--- src/rtl/mcpdf_pkg.sv ---
// ----------------------------------------------------------------------------
// mcpdf_pkg
// Shared types and constants for the MIDI cross-port duplicate filter.
// ----------------------------------------------------------------------------
`default_nettype none

package mcpdf_pkg;

  // Hash: channel * HASH_MUL + data_first, before reduction to a slot.
  localparam int HASH_MUL = 17;
  localparam int HASH_W   = 10;
  localparam int HASH_MAX = 31 * HASH_MUL + 127;

  // Source ids at or above this are never valid.
  localparam int MAX_SOURCES = 8;

  localparam int CFG_IDX_W  = 2;
  localparam int CFG_DATA_W = 32;

  typedef enum logic [CFG_IDX_W-1:0] {
    CFG_WINDOW    = 2'd0,
    CFG_SRC_COUNT = 2'd1,
    CFG_DUAL      = 2'd2,
    CFG_DEDUP_EN  = 2'd3
  } cfg_idx_t;

  typedef struct packed {
    logic [31:0] dedup_window_us;
    logic [3:0]  source_count;
    logic [7:0]  dual_mask;
    logic [7:0]  dedup_enable_mask;
  } cfg_t;

  typedef struct packed {
    logic [2:0]  source_port;
    logic [2:0]  message_type;
    logic [4:0]  channel;
    logic [6:0]  data_first;
    logic [6:0]  data_second;
    logic [47:0] time_us;
  } in_word_t;

  typedef struct packed {
    logic        is_duplicate;
    logic [31:0] duplicate_total;
  } out_word_t;

  // One table slot: last event seen for the slot.
  typedef struct packed {
    logic        valid;
    logic [2:0]  source;
    logic [2:0]  message_type;
    logic [4:0]  channel;
    logic [6:0]  data_first;
    logic [6:0]  data_second;
    logic [47:0] time_us;
  } entry_t;

endpackage

`default_nettype wire

--- src/rtl/mcpdf_table.sv ---
// ----------------------------------------------------------------------------
// mcpdf_table
// Direct-mapped slot memory, one read and one write port, registered read.
// Sweeps every slot to invalid after reset.
// ----------------------------------------------------------------------------
`default_nettype none

module mcpdf_table #(
  parameter int DEPTH = 64,
  parameter int AW    = 6
) (
  input  wire logic              clk,
  input  wire logic              rst_n,
  input  wire logic              rd_en,
  input  wire logic [AW-1:0]     rd_addr,
  output mcpdf_pkg::entry_t      rd_entry,
  input  wire logic              wr_en,
  input  wire logic [AW-1:0]     wr_addr,
  input  mcpdf_pkg::entry_t      wr_entry,
  output logic                   busy
);

  mcpdf_pkg::entry_t mem [DEPTH];
  mcpdf_pkg::entry_t rd_entry_r;
  logic [AW-1:0]     clr_addr_r;
  logic              clr_busy_r;

  always_ff @(posedge clk) begin
    if (!rst_n) begin
      clr_busy_r <= 1'b1;
      clr_addr_r <= '0;
    end else if (clr_busy_r) begin
      clr_addr_r <= clr_addr_r + AW'(1);
      if (clr_addr_r == AW'(DEPTH - 1)) begin
        clr_busy_r <= 1'b0;
      end
    end
  end

  always_ff @(posedge clk) begin
    if (clr_busy_r) begin
      mem[clr_addr_r] <= '0;
    end else if (wr_en) begin
      mem[wr_addr] <= wr_entry;
    end
  end

  // read-before-write on a clash; caller forwards
  always_ff @(posedge clk) begin
    if (rd_en) begin
      rd_entry_r <= mem[rd_addr];
    end
  end

  assign rd_entry = rd_entry_r;
  assign busy     = clr_busy_r;

endmodule

`default_nettype wire

--- config.mk ---
export PLATFORM = sky130hd
export DESIGN_NAME = mcpdf_table
export DESIGN_NICKNAME = d
export VERILOG_FILES = /design/src/rtl/mcpdf_pkg.sv /design/src/rtl/mcpdf_table.sv
export SDC_FILE = /design/constraint.sdc
export NUM_CORES = 2
export LEC_CHECK = 0
export BUFFER_PORTS_ARGS = -buffer_cell sky130_fd_sc_hd__buf_4
export CAP_MARGIN = 0
export CORE_UTILIZATION = 54
export DETAILED_ROUTE_END_ITERATION = 12
export PLACE_DENSITY_LB_ADDON = 0.12
export RECOVER_POWER = 50
export SYNTH_ARGS = -nofsm -noshare
export SYNTH_HDL_FRONTEND = slang
export SYNTH_MEMORY_MAX_BITS = 65536
export SYNTH_SLANG_ARGS = --single-unit
export TNS_END_PERCENT = 30
--- constraint.sdc ---
create_clock -name clk -period 9.2 [get_ports clk]
set_input_delay 1.84 -clock clk [delete_from_list [all_inputs] [get_ports clk]]
set_output_delay 1.84 -clock clk [all_outputs]
set_load 0.1 [all_outputs]
======== Yosys cells after proc, flatten, opt, wreduce, memory -nomap -nowiden ========
Memories as Yosys holds them, arrays and structs flattened. A register that Yosys moved wholly into a read port is not among the register bits.
Index checks and enable logic that the tools add are counted.
cells by class
  add/subtract/negate cells ............... 1
  equal/unequal tests ..................... 1
  muxes and demuxes ....................... 10
  reduce and logical (&&, ||, !) cells .... 1
operator list
  operator             count
  $mux 74              1
  $reduce_or 74->1     1
  $mux 1               8
  $add 6x1->6 const B  1
  $eq 6x6->1 const B   1
  $mux 6               1
storage, ports and cells
  register bits after elaboration ......... 7
  memory bits (writable) .................. 4736
  input port bits ......................... 90
  output and inout bits ................... 75
  logic and storage cells ................. 16
  memories ................................ 1
memories
  name  words  bits a word  rd ports  clocked after Yosys merged registers in  write ports  line               source
  mem   64     74           1         1                                        1            mcpdf_table.sv:23  mcpdf_pkg::entry_t mem [DEPTH];

======== Logic depth before layout (Yosys ltp) ========
  depth in word-level cells ............... 5
  gate-level depth with buffers ........... 10
  depth with buffers taken out ............ 5

======== Least setup slack after synthesis ========
Ideal clock, no wire load.
  path type ............................... input to register
  from .................................... input port wr_en
  to ...................................... memory mem[41][0] (netlist name), enable pin
  library setup time ...................... 507 ps
  arrival ................................. 5949 ps
  data required time ...................... 8693 ps
  path slack .............................. 2744 ps
  stages .................................. 7
  buffers on the path ..................... 2
  cell sequence ........................... nor2b_1 -> clkbuf_1 -> clkbuf_1 -> nand3b_1 -> a21oi_1 -> nand2_1 -> nor2_1
on the way
  longest elaborated chain between the ends .. 5
  elaborated cells between the ends (all ways) .. 6
  those cells by class .................... mux (5); reduce/logical (1)
RTL lines
  item                                               line               source
  start: declaration                                 mcpdf_table.sv:17  input wire logic wr_en,
  $mux 1 *                                           mcpdf_table.sv:43  end else if (wr_en) begin
  $mux 1 *                                           mcpdf_table.sv:41  if (clr_busy_r) begin
  $mux 1 (not written as such) *                     mcpdf_table.sv:44  mem[wr_addr] <= wr_entry;
  $reduce_or 74->1 (no source line)                  -
  $mux 6 (no source line) or $mux 1 (tied branches)  -
  end: declaration                                   mcpdf_table.sv:23
Mark *: on every way between the ends. The rest lies on a longest branch, timed or not.

======== Final worst setup path ========
  from .................................... input port wr_en
  to ...................................... memory mem[50][42] (netlist name), data pin
on the way
  longest elaborated chain between the ends .. 5
RTL lines
  item                               line
  $mux 1                             mcpdf_table.sv:43
  $mux 1                             mcpdf_table.sv:41
  $mux 1 (not written as such)       mcpdf_table.sv:44
  $reduce_or 74->1 (no source line)  -
  $mux 74 (no source line)           -
Every way passes these cells.

==> impl_metrics.json <==
{
  "status": "finished, violations left",
  "violations": "max-capacitance violations, max-slew violations",
  "grt_pass1_wl_um": 692000,
  "whs_ps": 635,
  "slew_headroom_pct": -224,
  "cts_setup_buffers": 0,
  "area_growth_pct": 12.4,
  "routedWlPerCell_um": 38.4,
  "crit_buf_inv": 3,
  "yosysWarnings": 0,
  "min_period_ps": 7190,
  "dieArea_um2": 339000,
  "path_common_cell": "clkbuf_1",
  "final_common_cell": "edfxtp_1",
  "final_core_util_pct": 61.1,
  "dp_hpwl_um": 269000,
  "cp-start-kind": "primary input",
  "viasPerCell": 6.78,
  "syn_inst": 7657,
  "synth.distinct_cells": 42,
  "grt_usage_pct": 29.4,
  "ys_ff_latch": 4817,
  "grt_overflow": 0,
  "io_buffers": 164,
  "core_um2": 334000,
  "hp-class": "register to register",
  "synth_edf_count": 4810,
  "max_stage_delay_ps": 2490,
  "async_flop_share_pct": 0,
  "post-route-drc-count": 0,
  "crit_family": "buffers and inverters",
  "fillers": 22900,
  "drive_above_1_share_pct": 27.0,
  "powerDensity_nw_per_um2": 220,
  "gp_congestion": 0.802,
  "grt_start_max_net_pins": 117,
  "slowest_stage": "clkbuf_1",
  "cts_tree": "built",
  "htree_levels": 5,
  "final-setup-viol-count": 0,
  "crit_required_ps": 9470,
  "clock.fmax_ghz": 0.139,
  "fin_crit_sh_pct": 78.2,
  "tightest_slew_ps": 4860,
  "num_rows": 212,
  "io_pins": 165,
  "post_cts_resized": 0,
  "rsz0062_at_grt": "false",
  "critPathCaptureType": "register",
  "drt_iter0_markers": 12300,
  "peakVddDrop_mv": 0.183,
  "clk-insertion-delay-late_ps": 1010,
  "critical_path.max_fanout": 64,
  "vias": 87800,
  "grt_pass1_vias": 87700,
  "floorplan.initialDensity_pct": 54.4,
  "netlist_area_um2": 182000,
  "tns_ps": 0,
  "synthFlopType": "edfxtp_1",
  "dr.pass1.iters": 6,
  "worstPathArrival_ps": 7460,
  "nets": 8234,
  "clockBufferDepth": 4,
  "crit_chain": "clkbuf_1 > nor2b_1 > clkbuf_1 > and2_2 > clkbuf_1",
  "max_cap_violations": 74,
  "ys_seq_area_share_pct": 79.5,
  "die_w_um": 582,
  "cts_hold_buffers": 0,
  "antenna_found_initial": 37,
  "die_y_um": 582,
  "finClkSkew_ps": 49.8,
  "syn_area_per_cell_um2": 23.7,
  "power.leakage_nw": 62.6,
  "cts-buffers-inserted": 473,
  "crit_type": "primary input to register",
  "drt_wl_total_um": 497000,
  "final_cell_mix": "edfxtp_1, mux4_2, clkbuf_16",
  "clk_pin_slew_ps": 60,
  "hold_viol": 0,
  "synth_fp_nets": 7748,
  "clock_sink_count": 4817,
  "maxSlewViolCount": 4744,
  "ant_nets": 0,
  "cts-root-buf": "clkbuf_16"
}
==> cell usage after synthesis, types with 40 or more instances <==
cell         n  area (um^2)
o22ai_1    171         1070
nand2_1     69          259
a22oi_1    296         2220
buf_4       76          571
nor2_1      85          319
nand3_1     54          270
and2_1      80          500
a31oi_1     58          363
a211oi_1    56          420
mux2i_1    176         1760
mux4_2    1184        26700
buf_2      123          616
edfxtp_1  4810       144000
clkbuf_1   181          679
nor2b_1     40          250
==> stage by stage <==
stage	instance area [um^2]	std cells	power, mW	worst slack, ps
floorplan	182000	7657	25.8	2740
global placement	190000	12100	26.5	2810
detailed placement	190000	12100	26.5	2910
CTS	205000	12900	45.3	3990
global route	204000	12900	46.1	1770
finish	204000	12900	45.0	2010
==> final timing paths <==
kind                                     end                       start  cells past startpoint  slack [ps]
hold / removal    clr_addr_r[5]$_SDFFE_PN0P_  clr_addr_r[5]$_SDFFE_PN0P_                      2         640
setup reg to reg       mem[50][42]$_DFFE_PP_             busy$_SDFF_PN1_                      4        2750
hold reg to reg   clr_addr_r[5]$_SDFFE_PN0P_  clr_addr_r[5]$_SDFFE_PN0P_                      2         640
setup / recovery       mem[50][42]$_DFFE_PP_                       wr_en                      5        2010
==> flip-flops by register name (all words and copies together), names as in the netlist <==
register    cells
rd_entry       74
clr_addr_r      6
busy            1
mem          4736
==> metal layers <==
| layer | vias up | wire length [um] | track usage, % |
|---|---|---|---|
| met5 | - | 61 | 0 |
| met2 | 4909 | 232000 | 45.0 |
| met1 | 48000 | 197000 | 43.8 |
| li1 | 34200 | - | - |
| met3 | 697 | 54800 | 6.38 |
| met4 | 12 | 13300 | 7.52 |
==> cell families after synthesis <==
kind of cell / synth area share (%)
xor gates and xnor gates: 0.0193
AOI/OAI and AO/OA: 2.59
adders and majority gates: 0.00688
and+or+nand+nor: 1.04
buffers and inverters: 1.20
DFF: 79.5
muxes: 15.6
==> tightest hold or removal path: cells and delay by family (launching register included) <==
kind,cells,cell delay (ps)
AOI/OAI and AO/OA,2,190
DFF,1,400
==> power by group <==
| part | internal, mW | switching, mW | leakage, nW |
|---|---|---|---|
| registers | 24.0 | 0.0741 | 43.0 |
| logic | 0.689 | 1.33 | 12.2 |
| clock network | 10.8 | 8.20 | 7.41 |
==> area by class of cell <==
type / count / area, um^2 / share of cell area (%)
clock inverter: 301 / 2700 / 1.32
inverter: 2 / 7.51 / 0.00367
sequential: 4817 / 145000 / 70.8
timing repair buffer: 445 / 3440 / 1.68
clock buffer: 579 / 12400 / 6.07
antenna: 12 / 30.0 / 0.0147
tap: 4387 / 5490 / 2.69
multi-input combinational: 2404 / 35700 / 17.5
(Power assumes the default switching activity.)
