### config.mk
export PLATFORM = sky130hd
export DESIGN_NAME = mcpdf_match
export DESIGN_NICKNAME = d
export VERILOG_FILES = /design/src/rtl/mcpdf_pkg.sv /design/src/rtl/mcpdf_match.sv
export SDC_FILE = /design/constraint.sdc
export NUM_CORES = 1
export LEC_CHECK = 0
export BUFFER_PORTS_ARGS = -buffer_cell sky130_fd_sc_hd__buf_4
export CORE_ASPECT_RATIO = 0.7
export CORE_MARGIN = 2
export CORE_UTILIZATION = 55
export DETAILED_ROUTE_END_ITERATION = 8
export PLACE_DENSITY = 0.9
export SYNTH_ARGS = -nofsm -noshare
export SYNTH_HDL_FRONTEND = slang
export SYNTH_SLANG_ARGS = --single-unit
export TNS_END_PERCENT = 1
### constraint.sdc
create_clock -name vclk -period 12.8
set_input_delay 0 -clock vclk [all_inputs]
set_output_delay 0 -clock vclk [all_outputs]
set_load 0.02 [all_outputs]
### src/rtl/mcpdf_pkg.sv
// ----------------------------------------------------------------------------
// mcpdf_pkg
// Shared types and constants for the MIDI cross-port duplicate filter.
// ----------------------------------------------------------------------------
`default_nettype none

package mcpdf_pkg;

  // Hash: channel * HASH_MUL + data_first, before reduction to a slot.
  localparam int HASH_MUL = 17;
  localparam int HASH_W   = 10;
  localparam int HASH_MAX = 31 * HASH_MUL + 127;

  // Source ids at or above this are never valid.
  localparam int MAX_SOURCES = 8;

  localparam int CFG_IDX_W  = 2;
  localparam int CFG_DATA_W = 32;

  typedef enum logic [CFG_IDX_W-1:0] {
    CFG_WINDOW    = 2'd0,
    CFG_SRC_COUNT = 2'd1,
    CFG_DUAL      = 2'd2,
    CFG_DEDUP_EN  = 2'd3
  } cfg_idx_t;

  typedef struct packed {
    logic [31:0] dedup_window_us;
    logic [3:0]  source_count;
    logic [7:0]  dual_mask;
    logic [7:0]  dedup_enable_mask;
  } cfg_t;

  typedef struct packed {
    logic [2:0]  source_port;
    logic [2:0]  message_type;
    logic [4:0]  channel;
    logic [6:0]  data_first;
    logic [6:0]  data_second;
    logic [47:0] time_us;
  } in_word_t;

  typedef struct packed {
    logic        is_duplicate;
    logic [31:0] duplicate_total;
  } out_word_t;

  // One table slot: last event seen for the slot.
  typedef struct packed {
    logic        valid;
    logic [2:0]  source;
    logic [2:0]  message_type;
    logic [4:0]  channel;
    logic [6:0]  data_first;
    logic [6:0]  data_second;
    logic [47:0] time_us;
  } entry_t;

endpackage

`default_nettype wire

### src/rtl/mcpdf_match.sv
// ----------------------------------------------------------------------------
// mcpdf_match
// Duplicate decision: stored slot against the arriving event.
// ----------------------------------------------------------------------------
`default_nettype none

module mcpdf_match (
  input  mcpdf_pkg::in_word_t ev,
  input  mcpdf_pkg::entry_t   stored,
  input  mcpdf_pkg::cfg_t     cfg,
  output logic                dup
);

  logic        same;
  logic [48:0] gap;
  logic        recent;
  logic        src_ok_new;
  logic        src_ok_old;
  logic        masks_ok;

  always_comb begin
    same = stored.valid
        && stored.message_type == ev.message_type
        && stored.channel      == ev.channel
        && stored.data_first   == ev.data_first
        && stored.data_second  == ev.data_second;

    // borrow out of bit 48 means time went backwards
    gap    = {1'b0, ev.time_us} - {1'b0, stored.time_us};
    recent = !gap[48] && (gap[47:0] <= {16'd0, cfg.dedup_window_us});

    src_ok_new = ({1'b0, ev.source_port} < cfg.source_count)
              && (7'(ev.source_port) < 7'(mcpdf_pkg::MAX_SOURCES));
    src_ok_old = ({1'b0, stored.source} < cfg.source_count)
              && (7'(stored.source) < 7'(mcpdf_pkg::MAX_SOURCES));

    masks_ok = cfg.dedup_enable_mask[ev.source_port]
            && cfg.dual_mask[ev.source_port]
            && cfg.dual_mask[stored.source];

    dup = same && recent && src_ok_new && src_ok_old
       && (stored.source != ev.source_port) && masks_ok;
  end

endmodule

`default_nettype wire

======== Word-level counts from Yosys, hierarchy flattened ========
Index checks and enable logic that the tools add are counted.
cells by class
  add/subtract/negate cells ............... 1
  magnitude comparators ................... 5
  equal/unequal tests ..................... 5
  muxes and demuxes ....................... 6
  reduce and logical (&&, ||, !) cells .... 13
operators with widths
  operator                                             number
  subtractor 48 x 48 -> 49 bit                         1
  <= comparator 48 x 32 -> 1 bit                       1
  == test 7 bit                                        2
  logical AND 1 bit                                    12
  binary-select mux 1 bit (select 3 bit)               3
  < comparator 3 x 4 -> 1 bit                          2
  < comparator 3 x 4 -> 1 bit (second input constant)  2
  == test 5 bit                                        1
  == test 3 bit                                        1
  2-to-1 mux 1 bit                                     3
  inequality test 3 bit                                1
  zero test 1 bit                                      1
word-level totals
  flip-flop bits (word level) ............. 0
  bits of input ports ..................... 199
  output and inout bits ................... 1
  logic and storage cells ................. 30

======== Depth between registers and ports, before layout ========
Gate-level depths: netlist (run 1).
  word-level depth ........................ 10
  gate-level depth with buffers ........... 23
  mapped depth without buffers ............ 22

======== Worst setup path before layout (run 1) ========
No wires, ideal clock.
  kind .................................... input -> output
  start ................................... input stored[3] in the netlist's numbering
  end ..................................... output dup
  data arrival time ....................... 4362 ps
  data required time ...................... 12800 ps
  setup slack ............................. 8438 ps
  cell stages on the path ................. 21
  path buffers ............................ 0
  cells stage by stage .................... inv_1 ha_1 o211ai_1 a21oi_1 o41a_1 a21o_1 nor3b_1 o21bai_1 o21ai_1 xnor2_1 ha_1 nand4_1 or2_1 nor3_1 nand3_1 o311ai_0 nand4_1 nor4_1 nand4_1 or4_1 nor4_2
between the ends
  cells in the longest elaborated chain, start to end .. 8
  elaborated cells between the ends (all ways) .. 9
  classes of those cells .................. 1 x add/sub; 1 x order compare; 7 x reduce/logical
ends and longest elaborated chain
  item                                                                      line               text
  from (decl)                                                               mcpdf_match.sv:9   input mcpdf_pkg::entry_t stored,
  subtractor 48 x 48 -> 49 bit (*)                                          mcpdf_match.sv:29  gap = {1'b0, ev.time_us} - {1'b0, stored.time_us};
  <= comparator 48 x 32 -> 1 bit / zero test 1 bit (equally long branches)  mcpdf_match.sv:30  recent = !gap[48] && (gap[47:0] <= {16'd0, cfg.dedup_window_us});
  logical AND 1 bit (*)                                                     mcpdf_match.sv:30
  logical AND 1 bit (*) (3 in series)                                       mcpdf_match.sv:41  dup = same && recent && src_ok_new && src_ok_old
  logical AND 1 bit (*) (2 in series)                                       mcpdf_match.sv:42  && (stored.source != ev.source_port) && masks_ok;
  to (decl)                                                                 mcpdf_match.sv:11  output logic dup
Mark *: on every way between the ends. The rest lies on a longest branch, timed or not.

======== Final worst setup path (run 1) ========
  start ................................... input ev[0] in the netlist's numbering
  end ..................................... output dup
between the ends
  cells in the longest elaborated chain, start to end .. 8
  elaborated cells between the ends (all ways) .. 9
  classes of those cells .................. 1 x add/sub; 1 x order compare; 7 x reduce/logical
ends and longest elaborated chain
  item                                                                      line               text
  from (decl)                                                               mcpdf_match.sv:8   input mcpdf_pkg::in_word_t ev,
  subtractor 48 x 48 -> 49 bit (*)                                          mcpdf_match.sv:29
  <= comparator 48 x 32 -> 1 bit / zero test 1 bit (equally long branches)  mcpdf_match.sv:30
  logical AND 1 bit (*)                                                     mcpdf_match.sv:30
  logical AND 1 bit (*) (3 in series)                                       mcpdf_match.sv:41
  logical AND 1 bit (*) (2 in series)                                       mcpdf_match.sv:42
Marked as above.

==> key figures, run 1 <==
Run status
  • Status: complete, no violations

Critical path
  • Worst path slowest cell: or4_1
  • Critical path required time: ~13 ns
  • Worst setup SP type: input pin
  • Most used cell, CP: nand4_1
  • CP endpoint kind: output port
  • Cell family with most CP delay: simple AND/OR/NAND/NOR gates
  • Slowest cell delay on critical path: approximately 0.55 ns
  • Crit-path cells: buf_4 > inv_1 > ha_1 > fa_1 > nand2b_1 > a21oi_1 > o2111ai_1 > o21ai_1 > nor2_1 > o21ai_0 > a31oi_1 > xnor2_1 > ha_1 > nand4_1 > or2_1 > nor3_1 > nand3_1 > o311ai_0 > nand4_1 > nor4_1 > nand4_1 > or4_1 > nor4_2 > buf_4
  • Buf+Inv Stages, Crit Path: 3
  • WS Path Type: in2out
  • Worst-path fanout max: 4
  • Crit path DAT: 5.30 ns

Die
  • Io pins: 200
  • Core ar.: 8370 sq um
  • Die Y: approximately 80 um
  • Die area: between 9000 and 10000 sq um
  • Die width: roughly 110 um
  • Initial Utilization: 0.563
  • Site Rows: 28

Global routing
  • Total GRT Usage: 0.318
  • Grt met1 use: 0.451
  • Initial antenna violation count: 0
  • Busiest grt layer: met2
  • Vias in the first global route: 5498
  • Global-route wire length before repair: 24800 um
  • Global route overflow: 0
  • GR Util met3: 0.0288
  • Grt met2 use: 0.530
  • Pin count of the biggest net entering global routing: 12

Power
  • Internal power: ~0.00014 W
  • Comb power frac: 1.000
  • Total net switching power: roughly 0.00016 W
  • P per Cell Area: between 40 and 50 nW/um^2
  • Register share of total power: 0
  • Sw Ratio: 0.532
  • VDD IR max: a little under 0.03 mV
  • Clock share of power: 0
  • LEAKAGE: 3.20 nW

Logic synthesis
  • Syn Std Cell Area: approximately 4700 sq um
  • Synth Instances: 700
  • Distinct cells, synth: 69
  • Syn. warnings: 0
  • Mean Syn Cell Area: roughly 6.7 sq um
  • Mapped Nets: slightly below 1000
  • Register area share after synthesis: 0

Timing
  • Tightest Pin Transition: approximately 0.6 ns
  • Setup ws final: approximately 7.5 ns
  • Final setup fails: 0
  • Final period util: 0.414
  • Final Max Tran Viols: 0
  • RSZ-0062 raised after global routing: no
  • Fin. Hold Viols: 0
  • Slew headroom: 0.598
  • Final hold slack: 0.776 ns
  • Final min period: 5.30 ns
  • Setup TNS: 0 ns
  • Max Clk Rate: approximately 190 MHz

Clock tree
  • Hold buffer count at cts: 0
  • # Post-CTS Setup Buffers: 0
  • Post-cts sizing count: 0

Final layout
  • Design Area, Final: 6190 sq um
  • NumNets Final: between 1000 and 1500
  • Area delta synth->final: 31.3%
  • Seq_cells: 0
  • Layout cell share with drive strength beyond 1: 0.253
  • Layout clock buffer count: 0
  • # diodes: 0
  • Sequential cell area: 0 sq um

Drt
  • Vias/cell: between 6 and 7
  • DRT Wirelength: 15900 um
  • Post-route ant nets: 0
  • Vias: 5933
  • Wirelength per Cell: 16.3 um
  • Remaining DRCs: 0
  • First-pass DRT Iterations: 6
  • Detailed Route Iter0 Violations: around 600

Place
  • PortBufs: 200
  • Gpl congestion: around 0.94
  • Hpwl dp: ~14000 um
  • Post-place setup slack: roughly 7.7 ns
  • Post-DP Area: about 6200 sq um

Run
  • Max_cap viols: 0

Hold path
  • Hold Crit Class: in2out
-- final timing paths --
| path | startpoint | endpoint | slack [ns] | cells after the start |
|---|---|---|---|---|
| hold / removal | ev[40] | dup | 0.78 | 5 |
| setup / recovery | ev[0] | dup | 7.50 | 24 |
-- power groups by stage --
stage	combinational (W)	sequential (W)	clock [W]
2_1_floorplan	0.000200	0	0
6_report	0.000307	0	0
5_1_grt	0.000337	0	0
3_3_place_gp	0.000284	0	0
4_1_cts	0.000300	0	0
3_5_place_dp	0.000298	0	0
-- synth_stat cells (all sizes together), types with 2 or more instances --
cell / instances / area share
a21boi: 4 / 0.0064
o21bai: 4 / 0.0064
and4: 2 / 0.0037
o211ai: 10 / 0.019
nand3: 19 / 0.020
buf: 12 / 0.017
mux4: 2 / 0.011
nand2b: 9 / 0.012
xor2: 18 / 0.033
a211o: 2 / 0.0037
a211oi: 11 / 0.019
a41o: 2 / 0.0045
a21o: 21 / 0.033
nor3: 20 / 0.022
mux2: 3 / 0.0072
a21oi: 66 / 0.070
a31oi: 10 / 0.016
inv: 97 / 0.077
nor4: 8 / 0.016
a221o: 3 / 0.0064
clkbuf: 16 / 0.013
nand2: 50 / 0.040
nand4: 30 / 0.040
nor2b: 5 / 0.0066
mux2i: 4 / 0.0085
o21ai: 51 / 0.055
nor2: 40 / 0.032
o41a: 2 / 0.0048
ha: 84 / 0.22
and3: 5 / 0.0069
or3: 2 / 0.0027
o2111ai: 5 / 0.0093
o22ai: 2 / 0.0027
xnor2: 46 / 0.086
o21a: 10 / 0.016
or2: 4 / 0.0053
a311oi: 2 / 0.0037
and2: 3 / 0.0040
-- cell type report --
cell class | instances | area, sq um
Timing Repair Buffer | 200 | 1500
Fill cell | 687 | 2190
Tap cell | 105 | 131
Inverter | 97 | 364
Multi-Input combinational cell | 574 | 4190
-- layout by cell type, fill, tap and decap left out, drive strengths merged, types with 11 or more instances in the layout --
master / n
buf: 200
inv: 97
ha: 84
a21oi: 66
o21ai: 51
nand2: 50
xnor2: 46
nor2: 40
nand4: 30
a21o: 21
nor3: 20
nand3: 19
xor2: 18
a211oi: 11
-- cell families (layout without fill, tap and decap cells) --
family                   after synthesis  count (layout)  share of synthesized area
AO/OA/AOI/OAI                        214             214                      0.294
XOR/XNOR                              64              64                      0.119
AND/OR/NAND/NOR                      202             202                      0.222
adder cells (fa/ha/maj)               85              85                      0.227
multiplexers                           9               9                     0.0268
buffers and inverters                126             297                      0.111
-- layer usage --
metal,vias up,routed length (um),part of all wire
met4,0,357,0.023
met3,52,1500,0.095
met1,2661,7030,0.44
met2,354,6970,0.44
met5,-,0,0
li1,2866,-,-
-- stage by stage --
step	power, W	instances	util
floorplan	0.000200	700	-
global placement	0.000284	976	0.739
detailed placement	0.000298	976	0.739
CTS	0.000300	976	0.739
global route	0.000337	976	0.739
finish	0.000307	976	0.739
(Power assumes the default switching activity.)
==> run 2, diff against run 1 <==
Settings changed: CORE_UTILIZATION 55 to 51, PLACE_DENSITY 0.9 to 0.85.
Clock period 12.8 ns to 5.5 ns, I/O delays scaled along.
==> key figures, run 2 (synthesis results as in run 1) <==
Power
  • Overall power: 0.000706 W (was 0.000307 W)
  • P per Cell Area: 114 nW/um^2 (was 49.7 nW/um^2)
  • LEAKAGE: 3.21 nW (was 3.20 nW)
  • VDD IR max: 0.0612 mV (was 0.0295 mV)

Drt
  • DRT Wirelength: 15700 um (was 15900 um)
  • Post-route ant nets: 0 (unchanged)
  • Detailed Route Iter0 Violations: 454 (was 611)
  • Remaining DRCs: 0 (unchanged)
  • Wirelength per Cell: 15.8 um (was 16.3 um)
  • First-pass DRT Iterations: 5 (was 6)
  • Vias/cell: 5.87 (was 6.08)
  • Vias: 5844 (was 5933)

Global routing
  • Total GRT Usage: 0.298 (was 0.318)
  • Global route overflow: 0 (unchanged)
  • Initial antenna violation count: 0 (unchanged)
  • Pin count of the biggest net entering global routing: 12 (unchanged)
  • Vias in the first global route: 5392 (was 5498)
  • Global-route wire length before repair: 25600 um (was 24800 um)

Hold path
  • Hold Crit Class: in2out (unchanged)

Timing
  • Final min period: just over 5 ns
  • Fin. Hold Viols: 0 (unchanged)
  • Setup ws final: 0.413 ns (was 7.50 ns)
  • Final period util: 0.925
  • Final Max Tran Viols: 0 (unchanged)
  • Max Clk Rate: just under 200 MHz
  • Final hold slack: 0.739 ns (was 0.776 ns)
  • Final setup fails: 0 (unchanged)
  • Setup TNS: 0 ns (unchanged)
  • RSZ-0062 raised after global routing: no (unchanged)
  • Tightest Pin Transition: 0.565 ns (was 0.597 ns)
  • Slew headroom: 0.619 (was 0.598)

Place
  • PortBufs: 200 (unchanged)
  • Post-place setup slack: 0.489 ns (was 7.67 ns)
  • Gpl congestion: 1.01 (was 0.942)
  • Hpwl dp: 13700 um (was 13800 um)
  • Post-DP Area: 6220 sq um (was 6190 sq um)

Final layout
  • Design Area, Final: 6220 sq um (was 6190 sq um)
  • Layout cell share with drive strength beyond 1: 0.253 (about the same)
  • Area delta synth->final: 32.0% (was 31.3%)
  • Sequential cell area: 0 sq um (unchanged)
  • Commonest non-fill, non-tap cell in the layout: buf_4 (unchanged)
  • Most frequent cells in the layout: 201 x buf_4, 97 x inv_1, 84 x ha_1 (was 200 x buf_4, 97 x inv_1, 84 x ha_1)
  • NumNets Final: 1158 (was 1157)
  • Seq_cells: 0 (unchanged)
  • # diodes: 0 (unchanged)
  • Layout clock buffer count: 0 (unchanged)

Die
  • Site Rows: 29 (was 28)
  • Die Y: 84.4 um (was 81.4 um)
  • Die area: 10000 sq um (was 9330 sq um)
  • Core ar.: 9030 sq um (was 8370 sq um)
  • Io pins: 200 (unchanged)
  • Initial Utilization: 0.521 (was 0.563)
  • Die width: 119 um (was 115 um)

Run status
  • Status: complete, no violations (unchanged)

Critical path
  • Worst-path fanout max: 3 (was 4)
  • CP endpoint kind: output port (unchanged)
  • WS Path Type: in2out (unchanged)
  • Worst path slowest cell: or4_1 (unchanged)
  • Slowest cell delay on critical path: 0.53 ns (was 0.55 ns)
  • Critical path required time: 5.50 ns (was 12.80 ns)
  • Most used cell, CP: nand4_1 (unchanged)
  • Crit path DAT: 5.09 ns (was 5.30 ns)
  • Crit-path cells: buf_4 > inv_1 > ha_1 > fa_1 > nand2b_1 > a21oi_1 > o41a_1 > a21o_1 > nor3b_1 > o21bai_1 > o21ai_1 > xnor2_1 > ha_1 > nand4_1 > or2_1 > nor3_1 > nand3_1 > o311ai_0 > nand4_1 > nor4_1 > nand4_1 > or4_1 > nor4_2 > buf_4 (was buf_4 > inv_1 > ha_1 > fa_1 > nand2b_1 > a21oi_1 > o2111ai_1 > o21ai_1 > nor2_1 > o21ai_0 > a31oi_1 > xnor2_1 > ha_1 > nand4_1 > or2_1 > nor3_1 > nand3_1 > o311ai_0 > nand4_1 > nor4_1 > nand4_1 > or4_1 > nor4_2 > buf_4)
  • Worst setup SP type: input pin (unchanged)

Clock tree
  • Hold buffer count at cts: 0 (unchanged)

Run
  • Max_cap viols: 0 (unchanged)
-- run 2: cell types whose count changed in the layout (fill, tap and decap cells not counted), sizes merged --
| cell | previous run | this run |
|---|---|---|
| buf | 200 | 201 |
-- run 2: per-layer routing --
metal | routed length, um | part of all wire | global-route usage | vias to the layer above
met5 | 0 | 0 | 0 | -
met4 | 122 | 0.0078 | 0.0314 | 0
met3 | 1410 | 0.090 | 0.0353 | 10
met2 | 6740 | 0.43 | 0.462 | 285
met1 | 7440 | 0.47 | 0.452 | 2684
li1 | - | - | - | 2865
-- run 2: power by group --
| group | internal [W] | leakage, nW | switching, W |
|---|---|---|---|
| clock | 0 | 0 | 0 |
| combinational | 0.000334 | 3.21 | 0.000372 |
| sequential | 0 | 0 | 0 |
| total | 0.000334 | 3.21 | 0.000372 |
-- run 2: layout make-up --
class | instances | area, sq um
Fill cell | 785 | 2820
Inverter | 97 | 364
Multi-Input combinational cell | 574 | 4190
Tap cell | 124 | 155
Timing Repair Buffer | 201 | 1510
-- run 2: worst paths after layout --
kind | from | endpoint | slack, ns | depth (start not counted)
hold / removal | ev[41] | dup | 0.74 | 6
setup / recovery | ev[0] | dup | 0.41 | 24
-- run 2: repair_timing --
item | 4_1_cts | 5_1_grt
endpoints found under the setup margin | 0 | 1
buffers inserted | 0 | 0
gates resized for setup | 0 | 1
-- run 2: critical path, delay by kind of cell --
family	cells	cell delay, ns
AO/OA/AOI/OAI	6	1.28
XOR/XNOR	1	0.09
adder cells (fa/ha/maj)	3	0.68
buffers and inverters	3	0.34
AND/OR/NAND/NOR	11	2.68
-- run 2: per-stage QoR --
stage / std cells / util
after CTS: 996 / 0.688
after global routing: 996 / 0.688
after global placement: 996 / 0.688
final: 996 / 0.688
after detailed placement: 996 / 0.688
after floorplan: 700 / -
